File: config.mk
export PLATFORM = sky130hd
export DESIGN_NAME = tkre_front
export DESIGN_NICKNAME = d
export VERILOG_FILES = /design/src/rtl/tkre_pkg.sv /design/src/rtl/tkre_front.sv
export SDC_FILE = /design/constraint.sdc
export NUM_CORES = 1
export LEC_CHECK = 0
export BUFFER_PORTS_ARGS = -buffer_cell sky130_fd_sc_hd__buf_2
export CAP_MARGIN = 5
export CORE_MARGIN = 2
export CORE_UTILIZATION = 36
export DETAILED_ROUTE_END_ITERATION = 7
export PLACE_DENSITY = 0.71
export SLEW_MARGIN = 20
export SYNTH_ARGS = -nofsm -noshare
export SYNTH_HDL_FRONTEND = slang
export SYNTH_SLANG_ARGS = --single-unit
File: constraint.sdc
create_clock -name i_clk -period 2.5 [get_ports i_clk]
set_input_delay 0.125 -clock i_clk [delete_from_list [all_inputs] [get_ports i_clk]]
set_output_delay 0.125 -clock i_clk [all_outputs]
set_load 0.05 [all_outputs]
File: src/rtl/tkre_pkg.sv
// ----------------------------------------------------------------------------
// tkre_pkg
// Types, constants and helpers shared by the keyword/run-length text expander.
// ----------------------------------------------------------------------------
package tkre_pkg;

    localparam int DICT_WORDS  = 157;
    localparam int WORD_LEN    = 8;
    localparam int MAX_EMIT    = 8;
    localparam int EMIT_LIMIT  = (WORD_LEN < MAX_EMIT) ? WORD_LEN : MAX_EMIT;
    localparam int POS_W       = $clog2(EMIT_LIMIT);
    localparam int STORE_DEPTH = DICT_WORDS * WORD_LEN;
    localparam int ADDR_W      = $clog2(STORE_DEPTH);
    localparam int DW_W        = $clog2(DICT_WORDS + 1);
    localparam int WL_W        = $clog2(WORD_LEN + 1);

    localparam int Q_DEPTH     = 4;
    localparam int Q_PTR_W     = $clog2(Q_DEPTH);
    localparam int Q_CNT_W     = $clog2(Q_DEPTH + 1);

    localparam logic [7:0] NUL_CODE       = 8'd0;
    localparam logic [7:0] TAB_CODE       = 8'd9;
    localparam logic [7:0] LF_CODE        = 8'd10;
    localparam logic [7:0] EOT_CODE       = 8'd26;
    localparam logic [7:0] SPACE_CODE     = 8'd32;
    localparam logic [7:0] TILDE_CODE     = 8'd126;
    localparam logic [7:0] END_MARK       = 8'd124;
    localparam logic [7:0] HIGH_TOKEN     = 8'd127;
    localparam logic [7:0] HIGH_OFFSET    = 8'd99;
    localparam logic [7:0] LOW_TOKEN_END  = 8'd8;
    localparam logic [7:0] MID_TOKEN_END  = 8'd25;

    typedef struct packed {
        logic       mode;
        logic [7:0] in_byte;
        logic [7:0] word_index;
        logic [2:0] char_pos;
        logic [7:0] dict_char;
    } t_in_item;

    typedef struct packed {
        logic [7:0] out_char;
        logic [7:0] repeat_res;
        logic       cr_before;
        logic       end_of_text;
        logic       last;
    } t_out_item;

    typedef enum logic [1:0] {
        CMD_WRITE = 2'd0,
        CMD_EMIT  = 2'd1,
        CMD_WORD  = 2'd2
    } t_cmd_kind;

    typedef struct packed {
        t_cmd_kind         kind;
        logic [ADDR_W-1:0] addr;
        logic [7:0]        ch;
        logic [7:0]        rep;
        logic              cr;
        logic              eot;
    } t_cmd;

    typedef struct packed {
        logic empty;
        logic full;
    } t_q_status;

    function automatic logic [ADDR_W-1:0] word_base(input logic [7:0] word);
        word_base = ADDR_W'(word) * ADDR_W'(WORD_LEN);
    endfunction

endpackage

File: src/rtl/tkre_front.sv
// ----------------------------------------------------------------------------
// tkre_front
// Accepts input items, tracks the run phase and turns items, where needed, into a
// command for the back end: a store write, a single result or a word lookup.
// ----------------------------------------------------------------------------
module tkre_front (
    input  logic               i_clk,
    input  logic               i_rst_n,
    input  logic               i_in_valid,
    output logic               o_in_stall,
    input  tkre_pkg::t_in_item i_in_data,
    input  tkre_pkg::t_q_status i_q_status,
    output logic               o_push,
    output tkre_pkg::t_cmd     o_cmd
);
    import tkre_pkg::*;

    typedef enum logic [2:0] {
        PH_NORMAL = 3'b001,
        PH_COUNT  = 3'b010,
        PH_CHAR   = 3'b100
    } t_phase;

    t_phase     r_phase, n_phase;
    logic [7:0] r_run_len, n_run_len;
    logic       accept;
    logic       push_req;
    logic [7:0] c;
    logic [7:0] word;

    assign c          = i_in_data.in_byte;
    assign o_in_stall = i_q_status.full;
    assign accept     = i_in_valid && !i_q_status.full;
    assign o_push     = accept && push_req;

    always_comb begin
        if (c >= HIGH_TOKEN) begin
            word = c - HIGH_OFFSET;
        end else if (c <= LOW_TOKEN_END) begin
            word = c - 8'd1;
        end else if (c <= MID_TOKEN_END) begin
            word = c - 8'd3;
        end else begin
            word = c - 8'd4;
        end
    end

    always_comb begin
        n_phase   = r_phase;
        n_run_len = r_run_len;
        push_req  = 1'b0;
        o_cmd     = '{kind: CMD_EMIT, addr: '0, ch: c, rep: 8'd1, cr: 1'b0, eot: 1'b0};
        if (i_in_data.mode) begin
            if ((DW_W'(i_in_data.word_index) < DW_W'(DICT_WORDS)) &&
                (WL_W'(i_in_data.char_pos) < WL_W'(WORD_LEN))) begin
                push_req   = 1'b1;
                o_cmd.kind = CMD_WRITE;
                o_cmd.addr = word_base(i_in_data.word_index) + ADDR_W'(i_in_data.char_pos);
                o_cmd.ch   = i_in_data.dict_char;
            end
        end else begin
            unique case (r_phase)
                PH_COUNT: begin
                    n_run_len = c;
                    n_phase   = PH_CHAR;
                end
                PH_CHAR: begin
                    n_phase   = PH_NORMAL;
                    push_req  = (r_run_len != 8'd0);
                    o_cmd.rep = r_run_len;
                    o_cmd.cr  = (c == LF_CODE);
                    o_cmd.eot = (c == EOT_CODE);
                end
                default: begin
                    n_phase = PH_NORMAL;
                    if ((c >= SPACE_CODE && c <= TILDE_CODE) || c == TAB_CODE) begin
                        push_req = 1'b1;
                    end else if (c == LF_CODE) begin
                        push_req = 1'b1;
                        o_cmd.cr = 1'b1;
                    end else if (c == EOT_CODE) begin
                        push_req  = 1'b1;
                        o_cmd.eot = 1'b1;
                    end else if (c == NUL_CODE) begin
                        n_phase = PH_COUNT;
                    end else if (DW_W'(word) < DW_W'(DICT_WORDS)) begin
                        push_req   = 1'b1;
                        o_cmd.kind = CMD_WORD;
                        o_cmd.addr = word_base(word);
                    end
                end
            endcase
        end
    end

    always_ff @(posedge i_clk) begin
        if (!i_rst_n) begin
            r_phase   <= PH_NORMAL;
            r_run_len <= 8'd0;
        end else if (accept) begin
            r_phase   <= n_phase;
            r_run_len <= n_run_len;
        end
    end

endmodule

### Yosys cells after proc, flatten, opt, wreduce, memory -nomap -nowiden

Index checks and enable logic that the tools add are counted.
Widths: inputs -> output; s select.

| storage, ports and cells | value |
|---|---|
| word-level logic and storage cells | 62 |
| register bits | 11 |
| output and inout port bits | 33 |
| memories kept | 0 |
| memory bits (writable) | 0 |
| bits in read-only memories | 0 |
| input port bits | 33 |
| latch bits | 0 |

| operators by class | value |
|---|---|
| add/sub/neg operators | 5 |
| $lt $le $gt $ge | 7 |
| shifts and indexed selects | 0 |
| reduce and logical (&&, ||, !) cells | 10 |
| equality and inequality tests | 5 |
| div/mod/pow operators | 0 |
| bitwise operators | 1 |
| muxes and demuxes | 32 |
| $mul | 0 |

Operators with widths:

| cell | number |
|---|---|
| $mux 13 | 7 |
| $mux 8 | 5 |
| $mux 20 | 1 |
| $eq 8x4->1 const B | 2 |
| $lt 8x8->1 const B | 2 |
| $add 11x3->11 | 1 |
| $mux 1 | 10 |
| $mux 10 | 1 |
| $mux 2 | 5 |
| $eq 8x5->1 const B | 1 |
| $ge 8x6->1 const B | 1 |
| $ge 8x7->1 const B | 1 |
| $le 8x4->1 const B | 1 |
| $le 8x5->1 const B | 1 |
| $le 8x7->1 const B | 1 |
| $logic_not 8->1 | 1 |
| $reduce_bool 8->1 | 1 |
| $sub 8x1->8 const B | 1 |
| $sub 8x2->8 const B | 1 |
| $sub 8x3->8 const B | 1 |
| $sub 8x7->8 const B | 1 |
| $pmux 3 s2 | 1 |
| $pmux 2 s2 | 1 |
| $eq 3x2->1 const B | 1 |
| 9 further kinds | 11 |

### Depth between registers and ports, before layout

| depth | value |
|---|---|
| word-level depth | 13 |
| gate-level depth with buffers | 9 |
| gate-level depth less buffers | 8 |

### Worst setup path after synthesis

Ideal clock, no wire load.

| timing path | value |
|---|---|
| path type | input to output |
| start | input port i_in_data[19] (netlist name) |
| end | output port o_cmd[24] (netlist name) |
| required time | 2.375 ns |
| path buffers | 1 |
| arrival time | 3.037 ns |
| path slack | -0.662 ns |
| stages on the path | 9 |
| cells stage by stage | clkbuf_1 > inv_1 > ha_1 > nor2b_1 > o211a_1 > o311a_4 > a31oi_2 > o211a_2 > o31ai_1 |

RTL lines:

| what | line | source |
|---|---|---|
| start: declaration | tkre_front.sv:11 | `input tkre_pkg::t_in_item i_in_data,` |
| end: declaration | tkre_front.sv:14 | `output tkre_pkg::t_cmd o_cmd` |

==> out/metrics.csv <==
stage,metric,value,unit
worst_setup_path,timing.critical_path.buf_inv,2,
synth,ys_top_cells_by_count,"29 x sky130_fd_sc_hd__nand2_1, 21 x sky130_fd_sc_hd__a21oi_1, 19 x sky130_fd_sc_hd__nor2_1",
placed_design,placed_cell_area,2240,um2
placed_design,detailedPlacementHpwl,4.21,mm
timing,setup_viol_count_final,0,
route,drc,0,
power_and_ir_drop,power.ir.vdd_worst,0.240,mV
worst_setup_path,cp_data_required_time,2.38,ns
clocking,htreeDepth,1,
route,drt-initial-drc-count,137,
power_and_ir_drop,share_seq_of_total_power,0.222,
placed_design,buffer_ports.inserted,64,
timing,maxSlewViolCount,0,
route,routed_via_density,5.48,
synth,yosys_warnings,0,
worst_setup_path,cp_max_fanout,10,
clocking,hold_bufs_inserted_after_cts,0,
finish,final_design_area_no_fill,2330,um2
route,wl,5.38,mm
route,wire_length_per_cell,14.5,um
synth,synth.top_cell.area_share,0.129,
finish,post_route_cells_drive_above_1_share,0.380,
worst_setup_path,cp.arrival,2.27,ns
die,die-width,72.8,um
timing,unrepaired_setup_endpoints_after_global_routing,false,
worst_setup_path,timing.critical_path.slowest_cell_delay,0.40,ns
clocking,cts.clk_slew.worst_paths,0.05,ns
clocking,clock_insertion_delay_worst_skew,0.24,ns
power_and_ir_drop,combinationalPowerShare,0.557,
worst_setup_path,critical_path.cell_chain,"clkbuf_4, ha_2, and4_4, o311ai_0, a21oi_1, nand2_1, o31a_1, o31ai_4, buf_4",
finish,syn2layout_area_growth,37.0,%
timing,setup_tns,0,ns
timing,clock-skew-final,0.00269,ns
power_and_ir_drop,switchingPower,361,uW
synth,synth.lib_cells_used.distinct,63,
worst_setup_path,startpoint_type,input pin,
synth,synth_fp_nets,280,
timing,period_minus_slack,2.39,ns
route,drt_first_pass_iters,4,
timing,finalCritPeriodShare,0.958,
grt,grt_max_degree,18,
worst_setup_path,rrSetupSlack,0.98,ns
placed_design,place_congestion,0.876,
synth,ys_seq_area_frac,0.129,
worst_setup_path,timing.critical_path.max_delay_family,compound AO/OA/AOI/OAI gates,
worst_hold_path,class_of_the_most_critical_hold_timing_path,input pin to flop,
clocking,max-clock-path-buffers,2,
die,core_region,4630,um2
grt,grt_first_pass_wirelength,8.51,mm
finish,finish.net_count,357,
grt,antenna_found_initial,0,
finish,multi_input_area,1460,um2
synth,post_synth_instance_area,1700,um2
worst_setup_path,crit_path_top_delay_cell,sky130_fd_sc_hd__o31a_1,
synth,synth.largest_area_cell,sky130_fd_sc_hd__dfxtp_1,
power_and_ir_drop,cellInternalPower,444,uW
timing,timing_hold_violations_final,0,
clocking,tritoncts_clock_tree,built,
die,initial_core_util,0.368,
synth,postSynthRegisterBits,11,
finish,register_area,220,um2
finish,antenna_diodes,0,
die,die_height,72.8,um
power_and_ir_drop,clock_power_share,0.221,
timing,worst_slew_margin_rel,0.506,
finish,fillerInstances,466,
timing,transition_time_of_the_tightest_slew_check_pin,0.736,ns
route,drt.antenna.violating_nets,0,
grt,overflow,0,
synth,ys_dominant_reg_cell,sky130_fd_sc_hd__dfxtp_1,
synth,synth_edf_count,0,
clocking,cts-root-buf,sky130_fd_sc_hd__clkbuf_8,
worst_setup_path,critical_path.endpoint_type,primary output,
status,outcome,"complete, no violations",
worst_hold_path,timing.hold.worst_path_depth,2,
die,io-pin-count,66,
synth,netlist_instances,240,
route,dr_total_vias,2029,
die,placementRows,25,
worst_setup_path,critical_path_class,input pin to primary output,
flow_run,timing.max_cap.violations,0,
synth,synth.area.top_cells,"sky130_fd_sc_hd__dfxtp_1 13%, sky130_fd_sc_hd__nand2_1 6.4%, sky130_fd_sc_hd__a21oi_1 6.2%",
synth,yosys.cell_count.top_type,sky130_fd_sc_hd__nand2_1,
grt,via_count_of_the_first_global_routing_pass,1837,
die,design.die.area,5300,um2
synth,avgSynthCellArea,7.10,um2
timing,max_clock_freq,418,MHz
worst_setup_path,r2r_cells,5,
power_and_ir_drop,netSwitchingFraction,0.448,
clocking,cts-buffers-inserted,3,
grt,groute.usage.overall,0.198,
worst_setup_path,timing.critical_path.depth,9,
synth,async_flop_share,0,
power_and_ir_drop,cellLeakagePower,0.00104,uW
power_and_ir_drop,pwr_density_cell,345,nW/um2
clocking,cts_sinks,11,
[sequential cells by signal (all words and copies together) (netlist names)]
signal	flops
r_phase	3
r_run_len	8
[per-layer routing]
layer,track usage,part of all wire,up-vias
li1,-,-,1047
met1,0.283,0.46,910
met2,0.327,0.48,68
met3,0.0124,0.052,4
met4,0.0412,0.0052,0
met5,0,0,-
[placed cells by master, fill, tap and decap left out, types with 2 or more instances in the layout]
| cell | count |
|---|---|
| sky130_fd_sc_hd__a211o_1 | 2 |
| sky130_fd_sc_hd__a21boi_0 | 2 |
| sky130_fd_sc_hd__a21o_1 | 3 |
| sky130_fd_sc_hd__a21oi_1 | 20 |
| sky130_fd_sc_hd__a21oi_2 | 2 |
| sky130_fd_sc_hd__a31oi_1 | 3 |
| sky130_fd_sc_hd__a31oi_2 | 2 |
| sky130_fd_sc_hd__a32o_1 | 3 |
| sky130_fd_sc_hd__and2_1 | 11 |
| sky130_fd_sc_hd__buf_2 | 60 |
| sky130_fd_sc_hd__buf_4 | 26 |
| sky130_fd_sc_hd__clkbuf_4 | 2 |
| sky130_fd_sc_hd__clkbuf_8 | 3 |
| sky130_fd_sc_hd__dfxtp_1 | 11 |
| sky130_fd_sc_hd__ha_1 | 5 |
| sky130_fd_sc_hd__inv_1 | 8 |
| sky130_fd_sc_hd__nand2_1 | 29 |
| sky130_fd_sc_hd__nand2b_1 | 4 |
| sky130_fd_sc_hd__nand3_1 | 6 |
| sky130_fd_sc_hd__nand3b_1 | 3 |
| sky130_fd_sc_hd__nor2_1 | 18 |
| sky130_fd_sc_hd__nor2b_1 | 10 |
| sky130_fd_sc_hd__nor3_1 | 6 |
| sky130_fd_sc_hd__nor3_2 | 2 |
| sky130_fd_sc_hd__nor3b_1 | 2 |
| sky130_fd_sc_hd__nor4_1 | 3 |
| sky130_fd_sc_hd__o211a_1 | 2 |
| sky130_fd_sc_hd__o211ai_1 | 3 |
| sky130_fd_sc_hd__o21ai_0 | 12 |
| sky130_fd_sc_hd__o21ai_1 | 3 |
| sky130_fd_sc_hd__o221ai_1 | 3 |
| sky130_fd_sc_hd__o22ai_1 | 2 |
| sky130_fd_sc_hd__o311ai_0 | 2 |
| sky130_fd_sc_hd__o31ai_4 | 4 |
| sky130_fd_sc_hd__or3_4 | 2 |
| sky130_fd_sc_hd__xnor2_1 | 4 |
[power groups by stage]
| stage | clock (uW) | combinational, uW | sequential (uW) |
|---|---|---|---|
| after global placement | 0 | 428 | 182 |
| after detailed placement | 0 | 432 | 182 |
| final | 178 | 448 | 178 |
| after floorplan | 0 | 314 | 180 |
| after global routing | 192 | 478 | 178 |
| after CTS | 184 | 433 | 178 |
[logic make-up after synthesis]
logic type / after synthesis / share of synthesized area
compound gates: 88 / 0.391
xor+xnor: 4 / 0.0206
fa+ha+maj: 7 / 0.0514
buf+inv: 25 / 0.0727
flops: 11 / 0.129
mux: 2 / 0.0125
simple gates: 103 / 0.323
[final timing paths]
check / start / to
worst max register to register: r_phase[2] / r_run_len[7]
worst min-delay path: i_rst_n / r_phase[0]
worst max-delay path: i_in_data[22] / o_cmd[25]
worst min register to register: r_run_len[1] / r_run_len[1]
[through the flow]
stage          cells  hold slack, ns  worst slack [ns]  power, uW   util
2_1_floorplan    240           0.279            0.0276        494      -
3_3_place_gp     365           0.418            0.0809        610  0.483
3_5_place_dp     365           0.445            0.0329        614  0.483
4_1_cts          369           0.197            0.0192        795  0.493
5_1_grt          370           0.218           0.00197        848  0.504
6_report         370           0.197             0.106        805  0.504
[final cells by class]
class,count,share of cell area
Clock buffer,4,0.0193
Inverter,9,0.0145
Multi-Input combinational cell,204,0.624
Sequential cell,11,0.0943
Tap cell,54,0.0289
Timing Repair Buffer,88,0.219
[what timing repair did]
item                       in CTS  in global routing
setup endpoints to repair       0                  8
resized for setup               0                 13
buffers inserted                0                  1
(Power assumes the default switching activity.)
