File: src/rtl/tkre_pkg.sv
// ----------------------------------------------------------------------------
// tkre_pkg
// Types, constants and helpers shared by the keyword/run-length text expander.
// ----------------------------------------------------------------------------
package tkre_pkg;

    localparam int DICT_WORDS  = 157;
    localparam int WORD_LEN    = 8;
    localparam int MAX_EMIT    = 8;
    localparam int EMIT_LIMIT  = (WORD_LEN < MAX_EMIT) ? WORD_LEN : MAX_EMIT;
    localparam int POS_W       = $clog2(EMIT_LIMIT);
    localparam int STORE_DEPTH = DICT_WORDS * WORD_LEN;
    localparam int ADDR_W      = $clog2(STORE_DEPTH);
    localparam int DW_W        = $clog2(DICT_WORDS + 1);
    localparam int WL_W        = $clog2(WORD_LEN + 1);

    localparam int Q_DEPTH     = 4;
    localparam int Q_PTR_W     = $clog2(Q_DEPTH);
    localparam int Q_CNT_W     = $clog2(Q_DEPTH + 1);

    localparam logic [7:0] NUL_CODE       = 8'd0;
    localparam logic [7:0] TAB_CODE       = 8'd9;
    localparam logic [7:0] LF_CODE        = 8'd10;
    localparam logic [7:0] EOT_CODE       = 8'd26;
    localparam logic [7:0] SPACE_CODE     = 8'd32;
    localparam logic [7:0] TILDE_CODE     = 8'd126;
    localparam logic [7:0] END_MARK       = 8'd124;
    localparam logic [7:0] HIGH_TOKEN     = 8'd127;
    localparam logic [7:0] HIGH_OFFSET    = 8'd99;
    localparam logic [7:0] LOW_TOKEN_END  = 8'd8;
    localparam logic [7:0] MID_TOKEN_END  = 8'd25;

    typedef struct packed {
        logic       mode;
        logic [7:0] in_byte;
        logic [7:0] word_index;
        logic [2:0] char_pos;
        logic [7:0] dict_char;
    } t_in_item;

    typedef struct packed {
        logic [7:0] out_char;
        logic [7:0] repeat_res;
        logic       cr_before;
        logic       end_of_text;
        logic       last;
    } t_out_item;

    typedef enum logic [1:0] {
        CMD_WRITE = 2'd0,
        CMD_EMIT  = 2'd1,
        CMD_WORD  = 2'd2
    } t_cmd_kind;

    typedef struct packed {
        t_cmd_kind         kind;
        logic [ADDR_W-1:0] addr;
        logic [7:0]        ch;
        logic [7:0]        rep;
        logic              cr;
        logic              eot;
    } t_cmd;

    typedef struct packed {
        logic empty;
        logic full;
    } t_q_status;

    function automatic logic [ADDR_W-1:0] word_base(input logic [7:0] word);
        word_base = ADDR_W'(word) * ADDR_W'(WORD_LEN);
    endfunction

endpackage

File: src/rtl/tkre_fifo.sv
// ----------------------------------------------------------------------------
// tkre_fifo
// Short command queue between the front end and the back end.
// ----------------------------------------------------------------------------
module tkre_fifo (
    input  logic                i_clk,
    input  logic                i_rst_n,
    input  logic                i_push,
    input  tkre_pkg::t_cmd      i_cmd,
    input  logic                i_pop,
    output tkre_pkg::t_cmd      o_cmd,
    output tkre_pkg::t_q_status o_status
);
    import tkre_pkg::*;

    t_cmd               r_mem [Q_DEPTH];
    logic [Q_PTR_W-1:0] r_wr_ptr, r_rd_ptr;
    logic [Q_CNT_W-1:0] r_count;

    assign o_cmd           = r_mem[r_rd_ptr];
    assign o_status.empty  = (r_count == Q_CNT_W'(0));
    assign o_status.full   = (r_count == Q_CNT_W'(Q_DEPTH));

    always_ff @(posedge i_clk) begin
        if (i_push) begin
            r_mem[r_wr_ptr] <= i_cmd;
        end
    end

    always_ff @(posedge i_clk) begin
        if (!i_rst_n) begin
            r_wr_ptr <= '0;
            r_rd_ptr <= '0;
            r_count  <= '0;
        end else begin
            if (i_push) begin
                r_wr_ptr <= (r_wr_ptr == Q_PTR_W'(Q_DEPTH - 1)) ? '0 : r_wr_ptr + Q_PTR_W'(1);
            end
            if (i_pop) begin
                r_rd_ptr <= (r_rd_ptr == Q_PTR_W'(Q_DEPTH - 1)) ? '0 : r_rd_ptr + Q_PTR_W'(1);
            end
            if (i_push && !i_pop) begin
                r_count <= r_count + Q_CNT_W'(1);
            end else if (!i_push && i_pop) begin
                r_count <= r_count - Q_CNT_W'(1);
            end
        end
    end

endmodule

File: config.mk
export PLATFORM = sky130hd
export DESIGN_NAME = tkre_fifo
export DESIGN_NICKNAME = d
export VERILOG_FILES = /design/src/rtl/tkre_pkg.sv /design/src/rtl/tkre_fifo.sv
export SDC_FILE = /design/constraint.sdc
export NUM_CORES = 1
export LEC_CHECK = 0
export BUFFER_PORTS_ARGS = -buffer_cell sky130_fd_sc_hd__buf_2
export CAP_MARGIN = 20
export CELL_PAD_IN_SITES_DETAIL_PLACEMENT = 1
export CELL_PAD_IN_SITES_GLOBAL_PLACEMENT = 2
export CORE_MARGIN = 2
export CORE_UTILIZATION = 44
export DETAILED_ROUTE_END_ITERATION = 7
export PLACE_DENSITY_LB_ADDON = 0.3
export SKIP_LAST_GASP = 1
export SYNTH_ARGS = -nofsm -noshare
export SYNTH_HDL_FRONTEND = slang
export SYNTH_SLANG_ARGS = --single-unit
File: constraint.sdc
create_clock -name i_clk -period 2.1 [get_ports i_clk]
set_input_delay 0.42 -clock i_clk [delete_from_list [all_inputs] [get_ports i_clk]]
set_output_delay 0.42 -clock i_clk [all_outputs]
set_load 0.005 [all_outputs]
# Word-level counts from Yosys, hierarchy flattened
# Memory sizes are Yosys's and may differ from the RTL's. A register that Yosys moved wholly into a read port is not among the register bits.
# Index checks and enable logic that the tools add are counted.
# totals
word_cells,25
mem_bits_rw,124
output_inout_bits,33
inputBits,35
memories,1
reg_bits,7
# classes
n_addsub,4
eq_ne,3
n_mux,8
reduce_logical,6
# memory_table
memory,depth,word_bits,rd,rd_ports_with_merged_regs,wr,line,text
r_mem,4,31,1,1,1,tkre_fifo.sv:16,t_cmd r_mem [Q_DEPTH];
# op_table
cell,n
2-to-1 mux 2 bit,4
2-to-1 mux 3 bit,2
adder 2 x 1 -> 2 bit (second input constant),2
== test 2 bit (second input constant),2
adder 3 x 1 -> 3 bit (second input constant),1
== test 3 bit (second input constant),1
logical NOT 3 bit,1
subtractor 3 x 1 -> 3 bit (second input constant),1
logical AND 1 bit,2
logical NOT 1 bit,2
2-to-1 mux 1 bit,2
nonzero test 2 bit,1

# Logic depth before layout (Yosys ltp)
# Gate-level depths: netlist of run 1.
# depth
ltp_word,4
mapped_depth,7
depth_no_buf,7

# Worst setup path before layout of run 1
# Ideal clock, no wire load.
# synth_timing
path_type,register to register
start,register r_wr_ptr[0]
end,"memory r_mem[3][0] in the netlist's numbering, enable pin"
arrival_time_ns,1.318
synth_period_minus_slack_ns,1.709
path_slack_ns,0.391
setup_ns,0.391
required_ns,1.709
stages_incl_launch_ff,3
n_path_buf,0
path_cell_list,dfxtp_1 -> ha_1 -> and2_1
# synth_rtl
element,line,text
start: declaration,tkre_fifo.sv:17,"logic [Q_PTR_W-1:0] r_wr_ptr, r_rd_ptr;"
start signal: assignment,tkre_fifo.sv:37,r_wr_ptr <= (r_wr_ptr == Q_PTR_W'(Q_DEPTH - 1)) ? '0 : r_wr_ptr + Q_PTR_W'(1);
end: declaration,tkre_fifo.sv:16,
# No word-level cell before the write port.

==> impl_metrics.py, run 1 <==
metrics = {
    "power_and_ir_drop": {
        "p_int_uw": 4822,
        "peakVddDrop_mv": 0.4787,
        "seqPwrFrac": 0.508,
        "pwr-share-comb": 0.082,
        "power_leakage_uw": 0.002104,
        "clkPwrFrac": 0.410,
        "p_switching_uw": 1250,
        "total_power_uw": 6072,
        "power.density_nw_per_um2": 1004,
        "p_sw_frac": 0.2059,
    },
    "clocking": {
        "cts_max_path_buffers": 2,
        "clkLatencyLatePin_ns": 0.52,
        "clock-root-buffer": "clkbuf_8",
        "cts_buffers": 17,
        "cts_max_level": 4,
        "cts_tree": "yes",
        "numClockSinks": 133,
        "path_clk_slew_ns": 0.06,
        "post_cts_buffers": 0,
    },
    "setup_path": {
        "cp_max_fo": 14,
        "required_ns": 1.68,
        "rr_startpoint": "r_count[0]$_SDFFE_PN0P_",
        "critPathCaptureType": "output port",
        "start_kind": "flip-flop",
        "path_class": "reg -> out",
        "worstPathArrival_ns": 1.79,
    },
    "logic_synthesis": {
        "synth_edf_count": 124,
        "syn-num-nets": 247,
        "yosysMostFrequentCell": "edfxtp_1",
        "synth-seq-cells": 133,
        "yosysTopAreaCell": "edfxtp_1",
        "synth_area_leaders": "edfxtp_1, mux4_2, dfxtp_1",
        "synth_top_flop_cell": "edfxtp_1",
        "muxShareOfSynthArea": 0.1504,
        "synth_compound_area_frac": 0.004059,
        "synth-xor-area-share": 0.003551,
        "ys_types": 21,
        "synth-async-reset-ratio": 0,
        "seq_area_frac_synth": 0.7915,
        "synth-warning-count": 0,
        "synth_top_area_share": 0.7549,
        "synthTopCellsByCount": "edfxtp_1, mux4_2, dfxtp_1, ha_1",
        "synthAdderAreaFrac": 0.01928,
        "synth_top_family_by_area": "multiplexers",
        "postSynthCellCount": 205,
        "synth-simple-area-share": 0.01826,
        "syn_area_per_cell_um2": 24.06,
        "netlist_area_um2": 4932,
    },
    "drt": {
        "drt_wl_total_um": 8841,
        "drc_errors": 0,
        "wire_per_inst_um": 19.91,
        "antenna_left": 0,
        "drt_iter0_markers": 101,
        "vias_per_cell": 5.203,
        "via_count": 2310,
        "drtPass1Iterations": 4,
    },
    "min_path": {
        "min_path_type": "in -> reg",
        "min_from": "i_cmd[23]",
    },
    "floorplan": {
        "rows": 38,
        "fp.coreArea_um2": 10890,
        "dieWidth_um": 109.9,
        "die_h_um": 109.9,
        "initial_core_util": 0.4530,
        "die_area_um2": 12070,
        "ios": 68,
    },
    "timing": {
        "hold_viol_final": 0,
        "fmax_mhz": 452.6,
        "setup_viol": 31,
        "fin_setup_tns_ns": -1.931,
        "post-route-period-util": 1.052,
        "grt_setup_unrepaired": "yes",
        "clock-skew-final_ns": 0.007653,
        "worstMarginPinSlew_ns": 0.3114,
        "slew-limit-headroom": 0.7924,
        "setup_ws_ns": -0.1094,
        "fin_crit_ns": 2.209,
        "slew_viol_final": 0,
    },
    "global_route": {
        "track_usage": 0.1622,
        "grt_pass1_vias": 2560,
        "grt_pass1_wl_um": 13610,
        "antenna_found_initial": 0,
        "overflow": 0,
        "grt_max_degree": 32,
    },
    "finish": {
        "n_antenna_cell": 0,
        "syn_to_final_growth_pct": 22.65,
        "drive_gt1_frac": 0.4474,
        "finalNetCount": 337,
    },
    "placement": {
        "place.detailed.hpwl_um": 5344,
        "routabilityCongestion": 0.6649,
        "io_buffer_count": 67,
    },
    "status": {
        "violations": "setup timing",
        "status": "finished, violations left",
    },
    "run": {
        "maxCapViolations": 0,
    },
}
==> through the flow <==
step	hold slack, ns	instances	instance area, um2	worst slack, ns	util
after detailed placement	0.5220	415	5532	0.1420	0.5080
after global routing	0.09935	444	6050	-0.1983	0.5556
after global placement	0.4997	415	5532	0.2227	0.5080
final	0.1161	444	6050	-0.1094	0.5556
after floorplan	0.4724	205	4932	0.3909	-
after CTS	0.08639	443	6022	-0.1661	0.5531
==> cell usage in the layout, fill, tap and decap left out <==
master,count
a21boi_0,1
and2_1,1
and2_2,4
buf_12,5
buf_2,67
buf_4,4
bufinv_16,1
clkbuf_1,4
clkbuf_16,17
clkbuf_8,1
clkinv_1,1
clkinv_2,4
clkinvlp_4,1
dfxtp_1,7
dfxtp_2,1
dfxtp_4,1
edfxtp_1,124
fa_1,1
ha_1,6
inv_1,4
mux2i_1,4
mux4_1,1
mux4_2,30
nor2_1,1
nor2b_1,5
nor3_1,2
nor3b_1,1
o21a_1,1
o21ai_0,1
or3_1,1
xnor2_1,1
xor2_1,1
==> path summary, 6_finish.rpt <==
| path | slack, ns | end | depth (start not counted) |
|---|---|---|---|
| setup / recovery | -0.11 | o_cmd[10] | 3 |
| hold / removal | 0.12 | r_mem[0][23]$_DFFE_PP_ | 1 |
| setup reg to reg | 0.62 | r_count[2]$_SDFFE_PN0P_ | 4 |
| hold reg to reg | 0.53 | r_count[2]$_SDFFE_PN0P_ | 2 |
==> flip-flops by register name, indices dropped and copies added, names as in the netlist, named ones only <==
signal,count
r_wr_ptr,2
r_count,3
r_mem,124
r_rd_ptr,2
==> cells by family (layout without fill, tap and decap cells) <==
group | after synthesis | in the layout
AND/OR/NAND/NOR | 15 | 15
XOR/XNOR | 2 | 2
buffers and inverters | 10 | 109
adder cells (fa/ha/maj) | 7 | 7
flip-flops | 133 | 133
multiplexers | 35 | 35
AO/OA/AOI/OAI | 3 | 3
==> per-layer routing <==
metal  up-vias  GRT usage  share of wire
met4         0    0.08680          0.022
met1      1204     0.1929           0.42
li1       1035          -              -
met5         -          0              0
met3        14    0.04861          0.043
met2        57     0.2656           0.52
==> final cells by class <==
type                       count  area (um2)
fill                         975        4838
sequential                   133        3909
multi-input combinational     62       969.7
timing repair buffer          77       490.5
clock buffer                  21       429.2
tap                          140       175.2
clock inverter                 7       61.31
inverter                       4       15.01
==> worst max-delay path: stages, from the launching register on <==
cell,delay [ns]
dfxtp_4,0.40
buf_12,0.19
mux4_2,0.54
buf_2,0.15
==> power by group through the flow <==
stage / Combinational, uW / Clock (uW) / Sequential (uW)
global placement: 497 / 0 / 3130
floorplan: 278 / 0 / 3120
global route: 556 / 2670 / 3100
CTS: 509 / 2570 / 3080
detailed placement: 507 / 0 / 3140
finish: 499 / 2490 / 3080
==> timing repair <==
item                       in CTS  in global routing
hold buffers                    0                  0
setup endpoints to repair      31                 31
gates resized for setup         0                  1
gates cloned                    0                  1
(Power assumes the default switching activity.)
==> inputs of run 2 (changes only) <==
Settings changed: CORE_UTILIZATION 44 to 46, CTS_BUF_LIST set to sky130_fd_sc_hd__clkbuf_8.
==> run 2 against run 1 <==
  * Total power decreased by 7.0%
  * Largest power group unchanged
  * Worst setup slack improved by 0.072 ns
  * First-iteration DRC count increased by 45%
  * Maximum frequency increased by 3.4%
  * Largest cell class unchanged
  * Flip-flop and latch count unchanged
  * The run still ends with setup timing left
  * Highest routed layer unchanged
  * Core utilization increased by 2.1 points
  * Via count decreased by 0.82%
==> impl_metrics.py, run 2 (synthesized netlist as in run 1, its figures left out) <==
metrics = {
    "setup_path": {
        "cp_max_fo": 8,
        "worstPathCellList": "buf_12 -> buf_16 -> mux4_2 -> buf_2",
        "path_buf_inv": 3,
        "start_kind": "flip-flop",
        "cpPeakStageDelay_ns": 0.49,
        "cp_top_family": "multiplexers",
        "required_ns": 1.68,
        "rr_startpoint": "r_wr_ptr[0]$_SDFFE_PN0P_",
        "cpMaxStageDelayCell": "mux4_2",
        "path_class": "reg -> out",
        "worstPathArrival_ns": 1.72,
        "critPathCaptureType": "output port",
    },
    "drt": {
        "drt_iter0_markers": 146,
        "antenna_left": 0,
        "vias_per_cell": 5.148,
        "via_count": 2291,
        "drtPass1Iterations": 4,
        "drt_wl_total_um": 8779,
        "drc_errors": 0,
        "wire_per_inst_um": 19.73,
    },
    "timing": {
        "slew-limit-headroom": 0.7487,
        "slew_viol_final": 0,
        "fmax_mhz": 467.9,
        "hold_viol_final": 0,
        "worstMarginPinSlew_ns": 0.3769,
        "setup_viol": 16,
        "fin_crit_ns": 2.137,
        "setup_ws_ns": -0.03728,
        "post-route-period-util": 1.018,
        "clock-skew-final_ns": 0.004591,
        "grt_setup_unrepaired": "yes",
    },
    "finish": {
        "drive_gt1_frac": 0.4563,
        "post-route-util": 0.5771,
        "layout_common_cells": "edfxtp_1, buf_2, mux4_2",
        "fill_cells": 936,
        "n_antenna_cell": 0,
        "largestRegisters": "r_mem (124), r_count (3)",
        "syn_to_final_growth_pct": 21.33,
        "largest-register": "r_mem",
        "finalNetCount": 338,
        "largest_reg_flops": 124,
        "final_common_cell": "edfxtp_1",
    },
    "placement": {
        "place.detailed.hpwl_um": 5295,
        "pre_cts_ws_ns": 0.1889,
        "routabilityCongestion": 0.7061,
        "io_buffer_count": 67,
    },
    "floorplan": {
        "die_h_um": 107.6,
        "initial_core_util": 0.4756,
        "ios": 68,
        "fp.coreArea_um2": 10370,
        "dieWidth_um": 107.6,
        "rows": 37,
        "die_area_um2": 11570,
    },
    "global_route": {
        "grt_pass1_wl_um": 14180,
        "grt_pass1_vias": 2512,
        "grt_max_degree": 32,
        "antenna_found_initial": 0,
        "track_usage": 0.1747,
        "overflow": 0,
    },
    "clocking": {
        "postCtsHoldBufs": 0,
        "cts_buffers": 17,
        "cts_max_level": 4,
        "path_clk_slew_ns": 0.07,
        "cts_tree": "yes",
        "clkLatencyLatePin_ns": 0.42,
        "numClockSinks": 133,
        "clock-root-buffer": "clkbuf_8",
        "cts_max_path_buffers": 2,
    },
    "run": {
        "maxCapViolations": 0,
    },
    "power_and_ir_drop": {
        "peakVddDrop_mv": 0.5824,
        "power_leakage_uw": 0.002081,
        "power.density_nw_per_um2": 943.3,
    },
    "min_path": {
        "min_path_type": "in -> reg",
        "min_from": "i_cmd[16]",
    },
    "status": {
        "status": "finished, violations left",
        "violations": "setup timing",
    },
}
[run 2: repair_timing]
item	4_1_cts	5_1_grt
gates resized for setup	7	0
endpoints found under the hold margin	0	0
setup buffers	3	0
setup endpoints to repair	31	31
gates cloned	3	0
[run 2: power by group]
part,internal (uW),switching [uW]
Sequential,3030,45.1
Combinational,282,250
Clock,1140,901
[run 2: final cells by class]
class / count / area [um2] / area share
clock buffers: 17 / 234.0 / 0.03910
clock inverters: 15 / 147.6 / 0.02467
inverters: 4 / 15.01 / 0.002509
multi-input cells: 62 / 965.9 / 0.1614
flip-flops and latches: 133 / 3909 / 0.6531
well taps: 136 / 170.2 / 0.02843
repair buffers: 78 / 543.0 / 0.09074
[run 2: path summary, 6_finish.rpt]
check | slack, ns | to | cells past startpoint
min | 0.21 | r_mem[0][16]$_DFFE_PP_ | 1
min reg2reg | 0.54 | r_count[2]$_SDFFE_PN0P_ | 2
max | -0.04 | o_cmd[20] | 4
max reg2reg | 0.59 | r_mem[3][26]$_DFFE_PP_ | 3
[run 2: metal layers]
layer,GRT usage,up-vias,share of wire
li1,-,1039,-
met1,0.2226,1184,0.42
met2,0.2745,53,0.51
met3,0.06174,15,0.048
met4,0.07234,0,0.019
met5,0,-,0
[run 2: metrics by stage]
step / total power (uW) / std cells / area (um2) / hold WS, ns / TNS [ns]
final: 5645 / 445 / 5984 / 0.2087 / -0.3858
after global routing: 5879 / 445 / 5984 / 0.1744 / -2.752
after CTS: 5742 / 447 / 6032 / 0.1761 / -2.202
after detailed placement: 3641 / 409 / 5512 / 0.5304 / 0
after global placement: 3622 / 409 / 5512 / 0.4986 / 0
after floorplan: 3397 / 205 / 4932 / 0.4724 / 0
[run 2: worst register-to-register path: cells and delay by family, from the launching register on]
kind	cells	cell delay (ns)
AND/OR/NAND/NOR	1	0.35
adder cells (fa/ha/maj)	1	0.19
flip-flops	1	0.42
buffers and inverters	1	0.25
